## config.mk

```make
export PLATFORM = sky130hd
export DESIGN_NAME = sliding_window_throughput_meter
export DESIGN_NICKNAME = d
export VERILOG_FILES = /design/src/hw/rtl/swtm_pkg.sv /design/src/hw/rtl/swtm_alu.sv /design/src/hw/rtl/swtm_seq.sv /design/src/hw/rtl/sliding_window_throughput_meter.sv
export SDC_FILE = /design/constraint.sdc
export NUM_CORES = 1
export LEC_CHECK = 0
export BUFFER_PORTS_ARGS = -buffer_cell sky130_fd_sc_hd__clkbuf_2
export CAP_MARGIN = 40
export CORE_MARGIN = 2
export CORE_UTILIZATION = 50
export DETAILED_ROUTE_END_ITERATION = 10
export GPL_TIMING_DRIVEN = 1
export PLACE_DENSITY = 0.71
export SLEW_MARGIN = 20
export SYNTH_ARGS = -nofsm -noshare
export SYNTH_HDL_FRONTEND = slang
export SYNTH_SLANG_ARGS = --single-unit
```

## constraint.sdc

```tcl
create_clock -name i_clk -period 25.3 [get_ports i_clk]
set_input_delay 3.795 -clock i_clk [delete_from_list [all_inputs] [get_ports i_clk]]
set_output_delay 3.795 -clock i_clk [all_outputs]
set_load 0.01 [all_outputs]
```

## src/hw/rtl/swtm_pkg.sv

```systemverilog
// Shared types and constants of the sliding window throughput meter.
`default_nettype none

package swtm_pkg;

    localparam int MAX_RESULTS = 16;
    localparam int CFG_IDX_W   = 3;

    localparam logic [CFG_IDX_W-1:0] CFG_TOTAL_PACKETS = 3'd0;
    localparam logic [CFG_IDX_W-1:0] CFG_WINDOW_SIZE   = 3'd1;
    localparam logic [CFG_IDX_W-1:0] CFG_FULL_LENGTH   = 3'd2;
    localparam logic [CFG_IDX_W-1:0] CFG_RESEND_TO     = 3'd3;
    localparam logic [CFG_IDX_W-1:0] CFG_CLEAN_DELAY   = 3'd4;

    localparam logic [15:0] RST_TOTAL_PACKETS = 16'd1000;
    localparam logic [15:0] RST_WINDOW_SIZE   = 16'd1005;
    localparam logic [15:0] RST_FULL_LENGTH   = 16'd1000;
    localparam logic [15:0] RST_RESEND_TO     = 16'd400;
    localparam logic [15:0] RST_CLEAN_DELAY   = 16'd2000;

    typedef enum logic [1:0] {
        MODE_START,
        MODE_ACK,
        MODE_DATA,
        MODE_TICK
    } t_mode;

    typedef enum logic [2:0] {
        ACT_NONE,
        ACT_SEND_DATA,
        ACT_SEND_ACK,
        ACT_REJECT,
        ACT_DONE
    } t_action;

    typedef enum logic {
        ALU_ADD,
        ALU_SUB
    } t_alu_op;

    typedef struct packed {
        logic [15:0] sum;
        logic        borrow;
        logic        neg;
        logic        zero;
    } t_alu_res;

    typedef struct packed {
        t_mode       mode;
        logic [47:0] peer_address;
        logic [15:0] seqno;
        logic [15:0] packet_length;
    } t_item;

    typedef struct packed {
        logic [15:0] total_packets;
        logic [15:0] window_size;
        logic [15:0] full_length;
        logic [15:0] resend_timeout_ticks;
        logic [15:0] clean_delay_ticks;
    } t_cfg;

    typedef struct packed {
        t_action     action;
        logic [15:0] seqno;
        logic [15:0] length;
        logic [47:0] peer;
        logic [31:0] elapsed;
        logic        last;
    } t_res;

endpackage

`default_nettype wire

```

## src/hw/rtl/swtm_alu.sv

```systemverilog
// Shared 16-bit add/subtract unit with compare flags.
`default_nettype none

module swtm_alu (
    input  var swtm_pkg::t_alu_op  i_op,
    input  wire logic [15:0]       i_a,
    input  wire logic [15:0]       i_b,
    output var swtm_pkg::t_alu_res o_res
);

    logic        w_sub;
    logic [16:0] w_full;

    assign w_sub  = (i_op == swtm_pkg::ALU_SUB);
    assign w_full = {1'b0, i_a} + {1'b0, (w_sub ? ~i_b : i_b)} + {16'd0, w_sub};

    always_comb begin
        o_res.sum    = w_full[15:0];
        o_res.borrow = w_sub ? !w_full[16] : w_full[16];
        o_res.neg    = w_full[15];
        o_res.zero   = (w_full[15:0] == 16'd0);
    end

endmodule

`default_nettype wire

```

## src/hw/rtl/swtm_seq.sv

```systemverilog
// Session sequencer: steps one request through the shared arithmetic unit.
`default_nettype none

module swtm_seq #(
    parameter int BURST_LIMIT = 16
) (
    input  wire logic            i_clk,
    input  wire logic            i_rst_n,
    input  wire logic            i_item_valid,
    input  var swtm_pkg::t_item  i_item,
    output logic                 o_ready,
    input  var swtm_pkg::t_cfg   i_cfg,
    output logic                 o_res_valid,
    output var swtm_pkg::t_res   o_res,
    input  wire logic            i_res_ready
);

    localparam int EFF    = (BURST_LIMIT < swtm_pkg::MAX_RESULTS) ? BURST_LIMIT
                                                                  : swtm_pkg::MAX_RESULTS;
    localparam int SENT_W = $clog2(EFF + 1);

    typedef enum logic [1:0] {
        ROLE_IDLE,
        ROLE_SENDER,
        ROLE_RECEIVER
    } t_role;

    typedef enum logic [4:0] {
        S_IDLE,
        S_DISPATCH,
        S_ACK_LO,
        S_ACK_WEND,
        S_ACK_HI,
        S_ACK_SLIDE,
        S_RX_EQ,
        S_RX_INC,
        S_RX_LEN,
        S_T_IDLE,
        S_T_FIN,
        S_T_TO,
        S_CD,
        S_WEND,
        S_LIM,
        S_COND,
        S_INC,
        S_LEN,
        S_DEC,
        S_NEXT,
        S_EMIT
    } t_state;

    t_state                r_state, n_state, r_after, n_after;
    t_role                 r_role, n_role;
    swtm_pkg::t_item       r_item, n_item;
    swtm_pkg::t_res        r_res, n_res;
    logic [47:0]           r_peer, n_peer;
    logic [15:0]           r_ws, n_ws;
    logic [15:0]           r_ns, n_ns;
    logic [15:0]           r_idle, n_idle;
    logic [31:0]           r_test, n_test;
    logic [15:0]           r_cd, n_cd;
    logic                  r_armed, n_armed;
    logic [15:0]           r_lim, n_lim;
    logic [15:0]           r_cur, n_cur;
    logic [15:0]           r_len, n_len;
    logic                  r_lenlast, n_lenlast;
    logic [SENT_W-1:0]     r_sent, n_sent;

    swtm_pkg::t_alu_op     w_op;
    logic [15:0]           w_a;
    logic [15:0]           w_b;
    swtm_pkg::t_alu_res    w_alu;
    logic                  w_more;

    swtm_alu u_alu (
        .i_op  (w_op),
        .i_a   (w_a),
        .i_b   (w_b),
        .o_res (w_alu)
    );

    assign o_ready     = (r_state == S_IDLE);
    assign o_res_valid = (r_state == S_EMIT);
    assign o_res       = r_res;
    assign w_more      = w_alu.neg && (r_sent != SENT_W'(EFF - 1));

    always_comb begin
        w_op = swtm_pkg::ALU_SUB;
        w_a  = 16'd0;
        w_b  = 16'd0;
        case (r_state)
            S_ACK_LO: begin
                w_a = r_item.seqno;
                w_b = r_ws;
            end
            S_ACK_WEND, S_WEND: begin
                w_op = swtm_pkg::ALU_ADD;
                w_a  = r_ws;
                w_b  = i_cfg.window_size;
            end
            S_ACK_HI: begin
                w_a = r_item.seqno;
                w_b = r_lim;
            end
            S_ACK_SLIDE: begin
                w_op = swtm_pkg::ALU_ADD;
                w_a  = r_item.seqno;
                w_b  = 16'd1;
            end
            S_RX_EQ: begin
                w_a = r_item.seqno;
                w_b = r_ws;
            end
            S_RX_INC: begin
                w_op = swtm_pkg::ALU_ADD;
                w_a  = r_ws;
                w_b  = 16'd1;
            end
            S_RX_LEN: begin
                w_a = r_item.packet_length;
                w_b = i_cfg.full_length;
            end
            S_T_IDLE: begin
                w_op = swtm_pkg::ALU_ADD;
                w_a  = r_idle;
                w_b  = 16'd1;
            end
            S_T_FIN: begin
                w_a = r_ws;
                w_b = i_cfg.total_packets;
            end
            S_T_TO: begin
                w_a = i_cfg.resend_timeout_ticks;
                w_b = r_idle;
            end
            S_CD: begin
                w_a = r_cd;
                w_b = 16'd1;
            end
            S_LIM: begin
                w_a = r_lim;
                w_b = i_cfg.total_packets;
            end
            S_COND, S_NEXT: begin
                w_a = r_ns;
                w_b = r_lim;
            end
            S_INC: begin
                w_op = swtm_pkg::ALU_ADD;
                w_a  = r_ns;
                w_b  = 16'd1;
            end
            S_LEN: begin
                w_a = r_ns;
                w_b = i_cfg.total_packets;
            end
            S_DEC: begin
                w_a = i_cfg.full_length;
                w_b = 16'd1;
            end
            default: begin
                w_op = swtm_pkg::ALU_SUB;
            end
        endcase
    end

    always_comb begin
        n_state   = r_state;
        n_after   = r_after;
        n_role    = r_role;
        n_item    = r_item;
        n_res     = r_res;
        n_peer    = r_peer;
        n_ws      = r_ws;
        n_ns      = r_ns;
        n_idle    = r_idle;
        n_test    = r_test;
        n_cd      = r_cd;
        n_armed   = r_armed;
        n_lim     = r_lim;
        n_cur     = r_cur;
        n_len     = r_len;
        n_lenlast = r_lenlast;
        n_sent    = r_sent;
        case (r_state)
            S_IDLE: begin
                if (i_item_valid) begin
                    n_item  = i_item;
                    n_state = S_DISPATCH;
                end
            end
            S_DISPATCH: begin
                n_state = S_IDLE;
                case (r_item.mode)
                    swtm_pkg::MODE_START: begin
                        if (r_role != ROLE_IDLE) begin
                            n_res   = '{swtm_pkg::ACT_REJECT, 16'd0, 16'd0, 48'd0, 32'd0, 1'b1};
                            n_after = S_IDLE;
                            n_state = S_EMIT;
                        end else begin
                            n_role  = ROLE_SENDER;
                            n_peer  = r_item.peer_address;
                            n_ws    = 16'd0;
                            n_ns    = 16'd0;
                            n_idle  = 16'd0;
                            n_test  = 32'd0;
                            n_armed = 1'b0;
                            n_cd    = 16'd0;
                            n_sent  = '0;
                            n_state = S_WEND;
                        end
                    end
                    swtm_pkg::MODE_ACK: begin
                        if (r_role == ROLE_SENDER && r_item.peer_address == r_peer) begin
                            n_state = S_ACK_LO;
                        end
                    end
                    swtm_pkg::MODE_DATA: begin
                        if (r_role == ROLE_IDLE) begin
                            if (r_item.seqno == 16'd0) begin
                                n_role  = ROLE_RECEIVER;
                                n_peer  = r_item.peer_address;
                                n_ws    = 16'd0;
                                n_armed = 1'b0;
                                n_cd    = 16'd0;
                                n_state = S_RX_EQ;
                            end
                        end else if (r_role != ROLE_RECEIVER ||
                                     r_item.peer_address != r_peer) begin
                            n_res   = '{swtm_pkg::ACT_REJECT, 16'd0, 16'd0, 48'd0, 32'd0, 1'b1};
                            n_after = S_IDLE;
                            n_state = S_EMIT;
                        end else begin
                            n_state = S_RX_EQ;
                        end
                    end
                    swtm_pkg::MODE_TICK: begin
                        if (r_role == ROLE_SENDER) begin
                            n_test  = r_test + 32'd1;
                            n_state = S_T_IDLE;
                        end else if (r_role == ROLE_RECEIVER && r_armed) begin
                            n_state = S_CD;
                        end
                    end
                    default: begin
                        n_state = S_IDLE;
                    end
                endcase
            end
            S_ACK_LO: begin
                n_state = w_alu.neg ? S_IDLE : S_ACK_WEND;
            end
            S_ACK_WEND: begin
                n_lim   = w_alu.sum;
                n_state = S_ACK_HI;
            end
            S_ACK_HI: begin
                n_state = w_alu.neg ? S_ACK_SLIDE : S_IDLE;
            end
            S_ACK_SLIDE: begin
                n_ws    = w_alu.sum;
                n_sent  = '0;
                n_state = S_WEND;
            end
            S_RX_EQ: begin
                n_state = w_alu.zero ? S_RX_INC : S_IDLE;
            end
            S_RX_INC: begin
                n_ws    = w_alu.sum;
                n_state = S_RX_LEN;
            end
            S_RX_LEN: begin
                if (w_alu.borrow && !r_armed) begin
                    n_armed = 1'b1;
                    n_cd    = i_cfg.clean_delay_ticks;
                end
                n_res   = '{swtm_pkg::ACT_SEND_ACK, r_item.seqno, 16'd0, r_peer, 32'd0, 1'b1};
                n_after = S_IDLE;
                n_state = S_EMIT;
            end
            S_T_IDLE: begin
                if (r_idle != 16'hFFFF) begin
                    n_idle = w_alu.sum;
                end
                n_state = S_T_FIN;
            end
            S_T_FIN: begin
                if (!w_alu.neg) begin
                    n_role  = ROLE_IDLE;
                    n_res   = '{swtm_pkg::ACT_DONE, 16'd0, 16'd0, r_peer, r_test, 1'b1};
                    n_after = S_IDLE;
                    n_state = S_EMIT;
                end else begin
                    n_state = S_T_TO;
                end
            end
            S_T_TO: begin
                if (w_alu.borrow) begin
                    n_ns    = r_ws;
                    n_sent  = '0;
                    n_state = S_WEND;
                end else begin
                    n_state = S_IDLE;
                end
            end
            S_CD: begin
                if (w_alu.borrow || w_alu.zero) begin
                    n_cd    = 16'd0;
                    n_armed = 1'b0;
                    n_role  = ROLE_IDLE;
                end else begin
                    n_cd = w_alu.sum;
                end
                n_state = S_IDLE;
            end
            S_WEND: begin
                n_lim   = w_alu.sum;
                n_state = S_LIM;
            end
            S_LIM: begin
                if (!w_alu.borrow) begin
                    n_lim = i_cfg.total_packets;
                end
                n_state = S_COND;
            end
            S_COND: begin
                n_state = w_alu.neg ? S_INC : S_IDLE;
            end
            S_INC: begin
                n_cur   = r_ns;
                n_ns    = w_alu.sum;
                n_idle  = 16'd0;
                n_state = S_LEN;
            end
            S_LEN: begin
                n_lenlast = w_alu.zero;
                n_state   = S_DEC;
            end
            S_DEC: begin
                n_len   = r_lenlast ? w_alu.sum : i_cfg.full_length;
                n_state = S_NEXT;
            end
            S_NEXT: begin
                n_res   = '{swtm_pkg::ACT_SEND_DATA, r_cur, r_len, r_peer, 32'd0, !w_more};
                n_after = w_more ? S_INC : S_IDLE;
                if (w_more) begin
                    n_sent = r_sent + SENT_W'(1);
                end
                n_state = S_EMIT;
            end
            S_EMIT: begin
                if (i_res_ready) begin
                    n_state = r_after;
                end
            end
            default: begin
                n_state = S_IDLE;
            end
        endcase
    end

    always_ff @(posedge i_clk) begin
        if (!i_rst_n) begin
            r_state <= S_IDLE;
            r_after <= S_IDLE;
            r_role  <= ROLE_IDLE;
            r_peer  <= 48'd0;
            r_ws    <= 16'd0;
            r_ns    <= 16'd0;
            r_idle  <= 16'd0;
            r_test  <= 32'd0;
            r_cd    <= 16'd0;
            r_armed <= 1'b0;
            r_sent  <= '0;
        end else begin
            r_state <= n_state;
            r_after <= n_after;
            r_role  <= n_role;
            r_peer  <= n_peer;
            r_ws    <= n_ws;
            r_ns    <= n_ns;
            r_idle  <= n_idle;
            r_test  <= n_test;
            r_cd    <= n_cd;
            r_armed <= n_armed;
            r_sent  <= n_sent;
        end
        r_item    <= n_item;
        r_res     <= n_res;
        r_lim     <= n_lim;
        r_cur     <= n_cur;
        r_len     <= n_len;
        r_lenlast <= n_lenlast;
    end

endmodule

`default_nettype wire

```

## src/hw/rtl/sliding_window_throughput_meter.sv

```systemverilog
// Top level of the sliding window throughput meter: config registers and output stage.
//
// Runs one go-back-N test session with one peer, as sender (opened by a start
// request) or receiver (opened by a data packet with sequence 0).
// Input stream: tuser carries the mode (start, ack, data, tick), tdata the
// peer address, sequence number and packet length. One request is taken at a
// time; s_axis_tready stays low until all its results are in the output register.
// Output stream: tuser carries the action, tlast marks the final result of a
// request, tdata the sequence, length, peer and elapsed ticks.
// A reject, a receiver ack and a tick without a resend give at most one result;
// a start, an ack and a resend tick compute the window before a burst, and every
// data packet of a burst passes through the shared 16-bit add/subtract unit. A
// burst holds at most min(BURST_LIMIT, 16) packets. Requests may give no result.
// A result waits in one output register; while the receiver stalls, the
// sequencer holds the next result and stops.
// Reset (synchronous, active low) closes any session and restores the
// register defaults. Write configuration only while no request is in flight.
`default_nettype none

module sliding_window_throughput_meter #(
    parameter int BURST_LIMIT = 16
) (
    input  wire logic         i_clk,
    input  wire logic         i_rst_n,
    input  wire logic         s_axis_tvalid,
    output logic              s_axis_tready,
    input  wire logic [79:0]  s_axis_tdata,   // peer_address, seqno, packet_length
    input  wire logic [1:0]   s_axis_tuser,   // mode
    output logic              m_axis_tvalid,
    input  wire logic         m_axis_tready,
    output logic [111:0]      m_axis_tdata,   // out_seqno, out_length, out_peer, elapsed_ticks
    output logic [2:0]        m_axis_tuser,   // action
    output logic              m_axis_tlast,
    input  wire logic         i_cfg_wr_en,
    input  wire logic [swtm_pkg::CFG_IDX_W-1:0] i_cfg_index,
    input  wire logic [15:0]  i_cfg_wr_data
);

    swtm_pkg::t_cfg  r_cfg;
    swtm_pkg::t_item w_item;
    swtm_pkg::t_res  w_res;
    swtm_pkg::t_res  r_out;
    logic            r_out_valid;
    logic            w_res_valid;
    logic            w_res_ready;
    logic            w_take;

    assign w_item.mode          = swtm_pkg::t_mode'(s_axis_tuser);
    assign w_item.peer_address  = s_axis_tdata[47:0];
    assign w_item.seqno         = s_axis_tdata[63:48];
    assign w_item.packet_length = s_axis_tdata[79:64];

    swtm_seq #(
        .BURST_LIMIT (BURST_LIMIT)
    ) u_seq (
        .i_clk        (i_clk),
        .i_rst_n      (i_rst_n),
        .i_item_valid (s_axis_tvalid),
        .i_item       (w_item),
        .o_ready      (s_axis_tready),
        .i_cfg        (r_cfg),
        .o_res_valid  (w_res_valid),
        .o_res        (w_res),
        .i_res_ready  (w_res_ready)
    );

    assign w_res_ready = !r_out_valid || m_axis_tready;
    assign w_take      = w_res_valid && w_res_ready;

    always_ff @(posedge i_clk) begin
        if (!i_rst_n) begin
            r_cfg.total_packets        <= swtm_pkg::RST_TOTAL_PACKETS;
            r_cfg.window_size          <= swtm_pkg::RST_WINDOW_SIZE;
            r_cfg.full_length          <= swtm_pkg::RST_FULL_LENGTH;
            r_cfg.resend_timeout_ticks <= swtm_pkg::RST_RESEND_TO;
            r_cfg.clean_delay_ticks    <= swtm_pkg::RST_CLEAN_DELAY;
        end else if (i_cfg_wr_en) begin
            case (i_cfg_index)
                swtm_pkg::CFG_TOTAL_PACKETS: r_cfg.total_packets        <= i_cfg_wr_data;
                swtm_pkg::CFG_WINDOW_SIZE:   r_cfg.window_size          <= i_cfg_wr_data;
                swtm_pkg::CFG_FULL_LENGTH:   r_cfg.full_length          <= i_cfg_wr_data;
                swtm_pkg::CFG_RESEND_TO:     r_cfg.resend_timeout_ticks <= i_cfg_wr_data;
                swtm_pkg::CFG_CLEAN_DELAY:   r_cfg.clean_delay_ticks    <= i_cfg_wr_data;
                default: begin
                end
            endcase
        end
    end

    always_ff @(posedge i_clk) begin
        if (!i_rst_n) begin
            r_out_valid <= 1'b0;
        end else if (w_take) begin
            r_out_valid <= 1'b1;
        end else if (m_axis_tready) begin
            r_out_valid <= 1'b0;
        end
        if (w_take) begin
            r_out <= w_res;
        end
    end

    assign m_axis_tvalid = r_out_valid;
    assign m_axis_tdata  = {r_out.elapsed, r_out.peer, r_out.length, r_out.seqno};
    assign m_axis_tuser  = r_out.action;
    assign m_axis_tlast  = r_out.last;

    a_no_accept_while_emitting: assert property (@(posedge i_clk) disable iff (!i_rst_n)
        s_axis_tready |-> !w_res_valid)
        else $error("input ready while a result is pending");

    a_one_request_at_a_time: assert property (@(posedge i_clk) disable iff (!i_rst_n)
        s_axis_tvalid && s_axis_tready |=> !s_axis_tready)
        else $error("ready held after accepting a request");

    a_action_known: assert property (@(posedge i_clk) disable iff (!i_rst_n)
        r_out_valid |-> (m_axis_tuser != swtm_pkg::ACT_NONE) &&
                        (m_axis_tuser <= swtm_pkg::ACT_DONE))
        else $error("result with no action");

    a_single_results_last: assert property (@(posedge i_clk) disable iff (!i_rst_n)
        r_out_valid && (m_axis_tuser != swtm_pkg::ACT_SEND_DATA) |-> m_axis_tlast)
        else $error("ack, reject or done without last");

endmodule

`default_nettype wire

```

* Word level (Yosys, flattened, before mapping)
Cells that the tools add are included.
** Storage, ports and cells
- RAM bits :: 0
- Bits in read-only memories :: 0
- Bits in latches :: 0
- Word-level logic and storage cells :: 236
- Input bits :: 106
- Memories :: 0
- Bits in registers :: 606
- Output and inout port bits :: 118
** Cells by class
- Magnitude comparators :: 0
- Reduce and logical (&&, ||, !) cells :: 59
- Bitwise operators :: 1
- Equal/unequal tests :: 56
- Multiplexer cells :: 79
- Add/subtract/negate cells :: 4
- Divide/modulo/power cells :: 0
- $mul :: 0
- Shift operators :: 0
** Operators by type and width (number)
- 116-bit two-way mux :: 4
- 116-bit case mux with 4 select lines :: 1
- 116-bit case mux with 2 select lines :: 1
- 16-bit two-way mux :: 11
- 48-bit two-way mux :: 3
- 16-bit case mux with 3 select lines :: 3
- 16-bit case mux with 9 select lines :: 1
- 16-bit case mux with 7 select lines :: 1
- 16-bit case mux with 2 select lines :: 3
- 48-bit case mux with 2 select lines :: 1
- 5-bit case mux with 19 select lines :: 1
- 5-bit two-way mux :: 17
- 32-bit two-way mux :: 2
- 32-bit case mux with 2 select lines :: 1
- 5-bit case mux with 4 select lines :: 3
- 48-bit == test :: 1
- 48-bit != test :: 1
- 5-bit by 4-bit == test with 1-bit output, second input constant :: 8
- 32-bit by 1-bit adder with 32-bit output, second input constant :: 1
- 16-bit zero test :: 2
- 5-bit == test, second input constant :: 5
- 5-bit by 3-bit == test with 1-bit output, second input constant :: 4
- 2-bit by 1-bit != test with 1-bit output, second input constant :: 9
- 16-bit by 16-bit adder with 17-bit output :: 1
- 42 further kinds :: 114

* Longest topological paths before layout
- Depth in word-level cells :: 12
- Gate-level depth with buffers :: 23
- Gate-level depth less buffers :: 18

* By module
Synthesis repeated with hierarchy kept, for this count alone.
** Unflattened totals
- Cells, all modules :: 2159
- Area total of the unflattened synthesis :: 25994.9 um^2
** By module, submodules not included
- swtm_seq :: area an instance 18297.5 um^2, instances 1, cells an instance 1605, seq. area each 10580.1 um^2
- sliding_window_throughput_meter :: area an instance 6598.8 um^2, instances 1, cells an instance 413, seq. area each 5104.9 um^2
- swtm_alu :: area an instance 1098.6 um^2, instances 1, cells an instance 141, seq. area each 0.0 um^2

* Worst setup path after synthesis
Ideal clock, no wire load.
- Kind :: reg2reg
- Start :: reg u_seq.r_state[0]
- End :: reg u_seq.r_res (netlist bit u_seq.o_res[0]), enable pin
- Required time :: 24.708 ns
- Path buffers :: 6
- Arrival :: 9.426 ns
- Stages on the path, launching flop included :: 20
- Period minus slack after synthesis :: 10.018 ns
- Setup slack :: 15.282 ns
- Cells stage by stage :: dfxtp_1 -> buf_4 -> clkbuf_1 -> clkbuf_1 -> or2_2 -> nor3_1 -> clkbuf_1 -> a222oi_1 -> nand3_1 -> ha_1 -> clkbuf_1 -> a21oi_1 -> o221ai_1 -> a221o_1 -> a21oi_1 -> a21o_1 -> nand2_1 -> and2_1 -> clkbuf_1 -> nor2_1
** On the way
- Longest elaborated chain between the ends :: 9
- Elaborated cells on any way between the ends :: 42
- Those cells by class :: 2 x add/sub; 24 x eq/ne; 4 x mux; 1 x bitwise; 11 x reduce/logical
** Ends and longest elaborated chain
- start, declared :: RTL line swtm_seq.sv:52 : t_state r_state, n_state, r_after, n_after;
- start signal, assigned :: RTL line swtm_seq.sv:376 : r_state <= n_state;
- 5-bit by 3-bit == test with 1-bit output, or another cell as far along :: RTL line swtm_seq.sv:91 : case (r_state)
- 6-bit OR reduction (no source line), or another cell as far along
- 16-bit case mux with 7 select lines :: RTL line swtm_seq.sv:91
- 16-bit inverter :: RTL line swtm_alu.sv:15 : assign w_full = {1'b0, i_a} + {1'b0, (w_sub ? ~i_b : i_b)} + {16'd0, w_sub};
- 16-bit two-way mux :: RTL line swtm_alu.sv:15
- 16-bit by 16-bit adder with 17-bit output :: RTL line swtm_alu.sv:15
- 17-bit by 1-bit adder with 17-bit output :: RTL line swtm_alu.sv:15
- 2-bit != test (no source line)
- 6-bit AND reduction (no source line) *
- end signal, assigned :: RTL line swtm_seq.sv:389 : r_res <= n_res;
- end, declared :: RTL line swtm_seq.sv:55 : swtm_pkg::t_res r_res, n_res;
Every way passes the cells marked *; elsewhere a longest branch is shown, timed or not.
A chain may end at the register's enable or synchronous reset.

==> metrics.md <==
| Metric | Value |
|---|---|
| Outcome | `finished clean` |
| Drt initial violations | `~2000` |
| Placeable Area | `between 0.04 and 0.05 mm^2` |
| Hold path depth | `0` |
| Layout cell share with drive strength beyond 1 | `between 10% and 20%` |
| Post-layout minimum cycle time | `around 6.7 ns` |
| R2R cell count | `17` |
| Worst Path Buf+Inv | `2` |
| Unrepaired setup endpoints after global routing | `false` |
| I/O pin cnt | `224` |
| Fin nets | `about 2500` |
| Max incr delay on CP | `0.89 ns` |
| Synthesis Warnings | `0` |
| Mapped Area | `between 0.02 and 0.025 mm^2` |
| Wire length of the first global-routing pass | `approximately 110 mm` |
| Syn_nets | `2350` |
| Pin count of the biggest net entering global routing | `80` |
| Dpl ws | `18.61 ns` |
| Area of the die | `~0.052 mm^2` |
| Avg Cell Area, Syn | `11.2 um^2` |
| Final worst clock skew | `between 0.03 and 0.04 ns` |
| Clock latency on the worst-skew pair | `about 0.63 ns` |
| Die height | `227 um` |
| Setup slack after layout | `approximately 19 ns` |
| Final Hold Fails | `0` |
| Post-CTS Setup Inserts | `0` |
| Max-Cap Viols | `0` |
| CTS H-tree lvls | `2` |
| Primary FF master, synth | `edfxtp_1` |
| CP required | `~26 ns` |
| Vias | `between 15000 and 20000` |
| P&R area growth vs syn | `16.4%` |
| Pwr/cell area | `between 100 and 150 mW/mm^2` |
| RePlAce Congestion | `between 0.9 and 1` |
| DRC Markers | `0` |
| Vias per cell | `~5.9` |
| Reg2Reg Capture Point | `u_seq.r_state[2]` |
| Drt first pass iters | `6` |
| Row count | `around 80` |
| Crit Reg-Reg Startpoint | `u_seq.r_state[4]` |
| Initial antenna violation count | `2` |
| Startpoint types | `register` |
| Crit path DAT | `around 7.3 ns` |
| Deepest clock path buffer count | `3` |
| Slew Viols, Final | `0` |
| CTS tree | `yes` |
| Yosys reg bits | `602` |
| Vias in the first global route | `approximately 17000` |
| Total global-route track usage | `between 20% and 30%` |
| Final Setup Violations | `0` |
| CP max-delay cell | `dfxtp_1` |
| Seq/Total Area, Yosys | `roughly 63%` |
| CTS Hold Bufs | `0` |
| Lkg Pwr | `approximately 10 nW` |
| Setup crit start | `u_seq.r_state[4]` |
| GRT Residual Overflow | `0` |
| Setup CP Type | `register to register` |
| Post-synth EDFFs | `363` |
| Die Width | `227 um` |
| Cell family with most CP delay | `simple AND/OR/NAND/NOR gates` |
| Num CTS Buffers | `59` |
| HPWL after detailed placement | `just over 50 mm` |
| Hold Path Origin | `u_seq.o_res[100]` |
| Clock slew at reported path FFs | `roughly 0.06 ns` |
| CP max FO | `25` |
| Clk root buf | `clkbuf_16` |
| Netlist cell types | `between 80 and 90` |
| Setup TNS | `0 ns` |
| Final antenna-violating net count | `0` |
| Critical path, cell by cell | `clkinv_1 > nand2_1 > nor3_1 > buf_4 > or2_2 > a221o_1 > fa_1 > a211oi_1 > o21bai_1 > o21ai_1 > xor2_1 > nand3_1 > or4_1 > or4_4 > nor4_4 > nand4_1 > a31oi_1` |
| R2R Setup Slk | `approximately 19 ns` |
| Routed WL | `between 70 and 80 mm` |
| Endpoint, Worst Hold | `m_axis_tdata[3]` |
| Slew headroom | `between 30% and 40%` |
| Post_cts resized | `0` |
| Mapped Cells | `2221` |
| Actual slew at the worst max-slew pin | `a little under 1 ns` |
| Clock Sinks | `around 600` |
| Fmax achieved | `roughly 150 MHz` |
| Final period util | `roughly a quarter` |
| Worst vdd ir | `around 0.11 mV` |
| Async set-or-reset flop fraction in the synthesized netlist | `0%` |
| Number of port buffers | `roughly 220` |
| Crit end category | `register` |
| Hold WC Path Type | `register to register` |
| Initial Util | `between 50% and 60%` |
| WL/cell | `23.4 um` |
-- worst reg2reg max path, stage by stage, from the launching register on --
cell	delay (ns)
dfxtp_1	0.89
clkinv_1	0.50
nand2_1	0.29
nor3_1	0.07
buf_4	0.23
or2_2	0.50
a221o_1	0.40
fa_1	0.52
a211oi_1	0.27
o21bai_1	0.21
o21ai_1	0.40
xor2_1	0.48
nand3_1	0.21
or4_1	0.53
or4_4	0.55
nor4_4	0.22
nand4_1	0.20
a31oi_1	0.21
-- worst max-delay path by stage --
stage,to,slack [ns],depth (start not counted)
finish,u_seq.r_state[2],18.57,17
global route,u_seq.o_res[114],18.25,18
CTS,u_seq.r_state[2],18.61,16
detailed placement,u_seq.r_state[2],18.61,16
global placement,u_seq.r_cd[14],18.50,15
floorplan,u_seq.o_res[0],15.28,19
-- kinds of logic after synthesis --
kind of cell    share of synthesized area, %
compound gates                          13.4
mux                                    0.874
flops                                   62.9
xor+xnor                                3.09
fa+ha+maj                               1.18
buf+inv                                 2.47
simple gates                            16.1
-- layout make-up --
class / count / area [um^2]
Fill cell: 4024 / 20000
Sequential cell: 602 / 15700
Multi-Input combinational cell: 1462 / 8690
Timing Repair Buffer: 274 / 1650
Clock buffer: 75 / 1640
Tap cell: 664 / 831
Clock inverter: 36 / 443
Inverter: 17 / 66.3
Antenna cell: 1 / 2.50
-- per-stage QoR --
step	util, %	power, W	area [um^2]	hold WS, ns	instances
2_1_floorplan	-	0.00212	24900	0.400	2221
3_3_place_gp	54.2	0.00261	26600	0.403	2995
3_5_place_dp	54.8	0.00262	26900	0.405	3015
4_1_cts	59.0	0.00355	28900	0.415	3126
5_1_grt	59.1	0.00372	29000	0.422	3131
6_report	59.1	0.00359	29000	0.415	3131
-- where the power goes --
part	leakage (nW)	switching, W	internal, W	total (W)
Clock	1.02	0.000379	0.000544	0.000923
Combinational	3.98	0.000960	0.000401	0.00136
Sequential	5.30	0.0000848	0.00122	0.00131
-- synthesized netlist by cell type (all sizes together) (5+ instances only) --
cell	number	area share, %
a21o	7	0.21
inv	16	0.24
o21ai	41	0.82
a221o	6	0.24
a31oi	5	0.13
o211ai	8	0.24
or3	11	0.28
nand3	86	1.7
nor4	13	0.39
clkbuf	122	1.8
nand2	375	5.6
a211oi	24	0.77
and2	109	2.7
xor2	25	0.88
nor2	130	2.0
nor2b	15	0.39
xnor2	63	2.2
edfxtp	363	44
dfxtp	239	19
nand4	23	0.58
a22oi	79	2.4
a32o	18	0.72
or2	13	0.33
nor3	27	0.54
ha	22	1.1
and3	23	0.58
a22o	41	1.4
a21oi	165	3.3
buf	18	0.37
a222oi	15	0.60
a221oi	28	0.98
o31ai	6	0.18
mux2	14	0.63
mux2i	6	0.24
-- metal layers --
layer | vias up | track usage (%) | part of all wire (%)
met3 | 126 | 6.44 | 9.1
met2 | 871 | 43.1 | 44
met1 | 9053 | 40.6 | 44
met4 | 2 | 6.96 | 2.3
met5 | - | 0 | 0.018
li1 | 8509 | - | -
-- state kept, by name, indices dropped and copies added (netlist names), 32 cells and up --
name and count:
u_seq.o_res 116, r_cfg 80, u_seq.r_test 32, m_axis_tdata 112, u_seq.r_item 82, u_seq.r_peer 48
-- cells in the final DEF, fill, tap and decap left out, types with 23 or more instances in the layout --
cell	count
xnor2_1	63
nor2_1	125
a21oi_1	165
clkbuf_16	62
dfxtp_1	239
xor2_1	25
nand4_1	23
a221oi_1	28
buf_4	30
a22oi_1	79
o21ai_0	35
nand3_1	86
edfxtp_1	363
and3_1	23
and2_1	106
clkbuf_2	223
a22o_1	41
nand2_1	375
a211oi_1	23
nor3_1	23
(Power assumes the default switching activity.)
